File: src/sv/fixed_sine_cosine_poly_assert.svh
// Assertion macros for the sine and cosine pipeline.
`ifndef FIXED_SINE_COSINE_POLY_ASSERT_SVH
`define FIXED_SINE_COSINE_POLY_ASSERT_SVH

`ifndef SYNTHESIS
`define SFCP_ASSERT_SAME(lbl, clk, rstn, ante, cons) \
	lbl: assert property (@(posedge clk) disable iff (!rstn) (ante) |-> (cons)) \
		else $error("assertion failed");
`define SFCP_ASSERT_NEXT(lbl, clk, rstn, ante, cons) \
	lbl: assert property (@(posedge clk) disable iff (!rstn) (ante) |=> (cons)) \
		else $error("assertion failed");
`else
`define SFCP_ASSERT_SAME(lbl, clk, rstn, ante, cons)
`define SFCP_ASSERT_NEXT(lbl, clk, rstn, ante, cons)
`endif

`endif

File: src/sv/sfcp_pkg.sv
package sfcp_pkg;

	localparam logic [31:0] POLY_A1 = 32'd3370945099;
	localparam logic [31:0] POLY_B1 = 32'd2746362156;
	localparam logic [31:0] POLY_C1 = 32'd2339369;

	localparam logic [10:0] QUARTER   = 11'd1024;
	localparam logic [32:0] ROUND_ADD = 33'd16384;
	localparam logic [17:0] ONE_FIXED = 18'd65536;

	localparam int FOLD_STAGE = 1;
	localparam int POLY_FIRST = 2;
	localparam int POLY_LAST  = 9;
	localparam int OUT_STAGE  = 10;

	typedef logic [10:0] u_t;
	typedef logic [17:0] mag_t;
	typedef logic [31:0] word_t;

	typedef struct packed {
		logic sneg;
		logic cneg;
		logic spec;
	} flag_t;

endpackage

File: src/sv/sfcp_poly.sv
module sfcp_poly (
	input  logic                                              clk,
	input  sfcp_pkg::u_t                                      u,
	input  logic [sfcp_pkg::POLY_LAST:sfcp_pkg::POLY_FIRST]   adv,
	output sfcp_pkg::mag_t                                    mag
);

	sfcp_pkg::u_t    u_s2, u_s3, u_s4, u_s5, u_s6, u_s7;
	sfcp_pkg::word_t m1_s2, m2_s3, y2_s4, m3_s5, m4_s6, y5_s7, m5_s8;
	sfcp_pkg::mag_t  mag_s9;
	logic [32:0]     rnd;

	assign rnd = {1'b0, m5_s8} + sfcp_pkg::ROUND_ADD;

	always_ff @(posedge clk) begin
		if (adv[2]) begin
			u_s2  <= u;
			m1_s2 <= sfcp_pkg::POLY_C1 * {21'd0, u};
		end
		if (adv[3]) begin
			u_s3  <= u_s2;
			m2_s3 <= {21'd0, u_s2} * {10'd0, m1_s2[31:10]};
		end
		if (adv[4]) begin
			u_s4  <= u_s3;
			y2_s4 <= sfcp_pkg::POLY_B1 - {3'd0, m2_s3[31:3]};
		end
		if (adv[5]) begin
			u_s5  <= u_s4;
			m3_s5 <= {21'd0, u_s4} * {10'd0, y2_s4[31:10]};
		end
		if (adv[6]) begin
			u_s6  <= u_s5;
			m4_s6 <= {21'd0, u_s5} * {10'd0, m3_s5[31:10]};
		end
		if (adv[7]) begin
			u_s7  <= u_s6;
			y5_s7 <= sfcp_pkg::POLY_A1 - {1'b0, m4_s6[31:1]};
		end
		if (adv[8]) begin
			m5_s8 <= {21'd0, u_s7} * {10'd0, y5_s7[31:10]};
		end
		if (adv[9]) begin
			mag_s9 <= rnd[32:15];
		end
	end

	assign mag = mag_s9;

endmodule

File: config.mk
export PLATFORM = sky130hd
export DESIGN_NAME = sfcp_poly
export DESIGN_NICKNAME = d
export VERILOG_FILES = /design/src/sv/fixed_sine_cosine_poly_assert.svh /design/src/sv/sfcp_pkg.sv /design/src/sv/sfcp_poly.sv
export SDC_FILE = /design/constraint.sdc
export NUM_CORES = 2
export LEC_CHECK = 0
export ABC_AREA = 1
export CORE_ASPECT_RATIO = 0.75
export CORE_MARGIN = 3
export CORE_UTILIZATION = 55
export DETAILED_ROUTE_END_ITERATION = 10
export DONT_BUFFER_PORTS = 1
export GPL_ROUTABILITY_DRIVEN = 0
export HOLD_SLACK_MARGIN = 0.1
export PLACE_DENSITY = 0.76
export SLEW_MARGIN = 10
export SYNTH_ARGS = -nofsm -noshare
export SYNTH_HDL_FRONTEND = slang
export SYNTH_SLANG_ARGS = --single-unit
File: constraint.sdc
create_clock -name clk -period 5 [get_ports clk]
set_input_delay 0 -clock clk [delete_from_list [all_inputs] [get_ports clk]]
set_output_delay 0 -clock clk [all_outputs]
set_load 0.02 [all_outputs]
# ---- Yosys cells after proc, flatten, opt, wreduce, memory -nomap -nowiden
# Cells that the tools add are included.
dict set report classes {
  n_addsub 3
  n_mul 5
}
# operator count
set ops {}
lappend ops {{$mul 11x22->32} 4}
lappend ops {{$add 32x15->33 const B} 1}
lappend ops {{$mul 22x11->32 const A} 1}
lappend ops {{$sub 32x29->32 const A} 1}
lappend ops {{$sub 32x31->32 const A} 1}
dict set report totals {
  regBits 308
  out_inout_bits 18
  wordCells 22
  in_bits 20
}

# ---- Longest topological paths before layout
dict set report logic_depth {
  word_depth 1
  ltp_mapped 23
  ltp_nobuf 22
}

# ---- Worst setup path before layout
# Ideal clock, no wire load.
dict set report synth_timing {
  kind {register to register}
  from {reg u_s5[2]}
  to {reg m4_s6[30], data pin}
  slack_ns 0.274
  arrival_time_ns 4.474
  stages_incl_launch_ff 22
  n_path_buf 1
  setup_time_ns 0.252
  period_less_slack_ns 4.726
  required_ns 4.748
  cell_sequence {edfxtp_1 clkbuf_1 nand2_1 fa_1 inv_1 fa_1 inv_1 fa_1 inv_1 fa_1 inv_1 fa_1 inv_1 ha_1 a21oi_1 o21ai_0 a21oi_1 nand2_1 nor2_1 nand2_1 nand2_1 nand2_1}
}
dict set report synth_via {
  elab_chain_len 1
}
# element line_no
set synth_lines {}
lappend synth_lines {{from (decl)} sfcp_poly.sv:8} ;# sfcp_pkg::u_t u_s2, u_s3, u_s4, u_s5, u_s6, u_s7;
lappend synth_lines {{from (signal assigned)} sfcp_poly.sv:29} ;# u_s5 <= u_s4;
lappend synth_lines {{$mul 11x22->32} sfcp_poly.sv:34} ;# m4_s6 <= {21'd0, u_s5} * {10'd0, m3_s5[31:10]};
lappend synth_lines {{to (signal assigned)} sfcp_poly.sv:34}
lappend synth_lines {{to (decl)} sfcp_poly.sv:9} ;# sfcp_pkg::word_t m1_s2, m2_s3, y2_s4, m3_s5, m4_s6, y5_s7, m5_s8;
# Every way passes these cells.
# A chain may end at the register's enable or synchronous reset.

# ---- Final worst setup path
dict set report layout_timing {
  from {reg u_s5[2]}
  to {reg m4_s6[29], data pin}
}
# The elaborated chain is that of the path after synthesis.

==> results_dict.tcl <==
set metrics [dict create \
    worst_pin_slew_ns 0.9631 \
    synth_area_leader_cell "fa_1" \
    ys_types 46 \
    dieWidth_um 332.2 \
    synthArstFlopShare 0 \
    firstDrtPassIters 6 \
    hold_viol 0 \
    routed_wl_um 115300 \
    status "complete, but fails checks" \
    synth_flop_cell "edfxtp_1" \
    initial_core_util 0.5569 \
    ys_warn_count 0 \
    clock_skew_ns 0.01433 \
    period_needed_ns 5.045 \
    syn_avg_cell_area_um2 8.121 \
    wl_met1_um 48570 \
    cp-end-kind "register" \
    synth_nets 6545 \
    cp.required_ns 5.33 \
    wl_met2_um 50290 \
    violations "negative setup slack" \
    core_area_mm2 0.07884 \
    numCtsBuffers 30 \
    cap_violations 0 \
    synth_enable_flop_cells 246 \
    grt_pass1_vias 36640 \
    htreeDepth 1 \
    die_area_mm2 0.08329 \
    layout_setup_ws_ns -0.04489 \
    max_freq_ghz 0.1982 \
    syn_area_mm2 0.04390 \
    ios 38 \
    drv_slew 0 \
    clk_latency_ns 0.59 \
    rows 89 \
    holdPathStages 7 \
    tns_ns -0.05550 \
    hp-class "in -> reg" \
    first_iter_violations 3628 \
    post_drt_wl_per_cell_um 17.09 \
    highest_layer "met4" \
    synth-seq-area-share 0.1683 \
    cp_max_fo 11 \
    clkTransAtPathRegs_ns 0.06 \
    layout-drive-gt1-share 0.1418 \
    grt_pass1_wl_um 184700 \
    die_height_um 250.7 \
    overflow 0 \
    netlist_instances 5406 \
    reg2regPathDepth 18 \
    synth.most_common_cell "nand2_1" \
    io_buffers 0 \
    dp_hpwl_um 88690 \
    cts-root-buf "clkbuf_16" \
    setup_violations 2 \
    period_share 1.009 \
    drc 0 \
    vias 36470 \
    tritoncts "yes" \
    clk_path_buf_depth 3 \
    rsz0062_at_grt "yes" \
    clock_sinks 246 \
    slew_headroom 0.3558 \
    dr_wl_met3_um 13890 \
    critical_path_arrival_ns 5.37 \
    netlist_top_cells_count "1531 x nand2_1, 1378 x inv_1, 750 x fa_1" \
    nets 6814 \
    synth.top_cell.area_share 0.3420 \
    synth-seq-cells 246 \
    grt_max_degree 41 \
    grt_antenna_before_repair 4 \
    area_growth_pct 16.66 \
    ant_nets 0 \
    vias_per_cell 5.405 \
    grt_use_total 0.2721 \
    crit_path_start_kind "register" \
    synthTopCellsByArea "fa_1 34%, edfxtp_1 17%, nand2_1 13%" \
    path_class "reg -> reg" \
    fillers 6076 \
]
-- flip-flops by register name, indices dropped and copies added, names as in the netlist --
| name | flops |
|---|---|
| m2_s3 | 29 |
| m4_s6 | 29 |
| m1_s2 | 22 |
| m3_s5 | 22 |
| y5_s7 | 22 |
| y2_s4 | 20 |
| m5_s8 | 18 |
| mag | 18 |
| u_s2 | 11 |
| u_s3 | 11 |
| u_s4 | 11 |
| u_s5 | 11 |
| u_s6 | 11 |
| u_s7 | 11 |
-- per-stage QoR --
| stage | instance area [um2] | setup WS, ns | hold WS [ns] | utilization | std cells |
|---|---|---|---|---|---|
| 2_1_floorplan | 43900 | 0.2738 | 0.09887 | - | 5406 |
| 3_3_place_gp | 46940 | -0.03733 | 0.09980 | 0.5954 | 6529 |
| 3_5_place_dp | 46940 | -0.1064 | 0.09976 | 0.5954 | 6529 |
| 4_1_cts | 48670 | -0.01519 | 0.1252 | 0.6173 | 6640 |
| 5_1_grt | 51220 | -0.1767 | 0.2024 | 0.6497 | 6747 |
| 6_report | 51220 | -0.04489 | 0.1733 | 0.6497 | 6747 |
-- layout by cell type, fill, tap and decap left out, types with 19 or more instances in the layout --
cell type | netlist | layout
nand2_1 | 1531 | 1467
inv_1 | 1378 | 1365
fa_1 | 750 | 741
ha_1 | 369 | 320
buf_4 | 4 | 304
edfxtp_1 | 246 | 246
nor2_1 | 242 | 187
nand3_1 | 135 | 124
a21oi_1 | 173 | 100
xor2_1 | 85 | 81
a21oi_2 | 3 | 71
nand2_2 | 16 | 69
buf_12 | 0 | 58
nor2_2 | 8 | 49
o21ai_1 | 13 | 42
ha_4 | 0 | 42
o21ai_0 | 82 | 40
clkbuf_16 | 0 | 35
nand4_1 | 29 | 29
nor3_1 | 43 | 27
dlygate4sd3_1 | 0 | 27
a21o_1 | 25 | 25
xnor2_1 | 23 | 22
inv_2 | 6 | 19
nor2_4 | 5 | 19
nor3_2 | 5 | 19
-- metal layers --
layer	global-route usage	vias to the layer above
met1	0.3999	17750
li1	-	16570
met2	0.4125	1895
met4	0.06298	0
met5	0	-
met3	0.06157	254
-- cell families (layout without fill, tap and decap cells) --
kind of cell / after synthesis / count (layout) / share of synthesized area
AO/OA/AOI/OAI: 331 / 331 / 0.04206
XOR/XNOR: 108 / 108 / 0.02154
adder cells (fa/ha/maj): 1119 / 1119 / 0.4471
buffers and inverters: 1559 / 1852 / 0.1337
flip-flops: 246 / 246 / 0.1683
other: 0 / 2 / 0
AND/OR/NAND/NOR: 2043 / 2043 / 0.1873
-- timing repair --
action	CTS	global route
resized for setup	18	403
setup buffers	20	101
hold endpoints to repair	260	0
pin swaps	0	91
gates cloned	2	4
hold buffers	33	0
setup endpoints to repair	28	78
-- critical path, cell delays in order (launching register included) --
cell       delay [ns]
edfxtp_1         0.45
buf_4            0.18
bufbuf_16        0.28
nand2_2          0.08
fa_2             0.43
fa_1             0.51
inv_1            0.06
fa_1             0.56
fa_1             0.44
fa_1             0.57
ha_4             0.24
buf_4            0.15
nand4_1          0.17
inv_1            0.14
a21oi_2          0.21
o21a_1           0.15
nand2_1          0.06
nand2_1          0.05
nand2_1          0.07
-- layout make-up --
class                      count  area (um2)  share of cell area
antenna                        2       5.005          0.00009771
clock buffer                  35       790.8             0.01544
clock inverter                21       261.5            0.005106
inverter                    1385        5199              0.1015
multi-input combinational   3601       32250              0.6296
sequential                   246        7387              0.1442
tap                         1046        1309             0.02555
timing repair buffer         411        4019             0.07846
-- path summary, 6_finish.rpt --
check	start	endpoint	slack (ns)
min	u[7]	m1_s2[31]	0.17
min reg2reg	u_s3[8]	u_s4[8]	0.42
max reg2reg	u_s5[2]	m4_s6[29]	-0.04
max	u_s5[2]	m4_s6[29]	-0.04
Power is left out: the tool's default activity adds up to more than one toggle a clock period on the data nets, which glitch-free logic cannot reach.
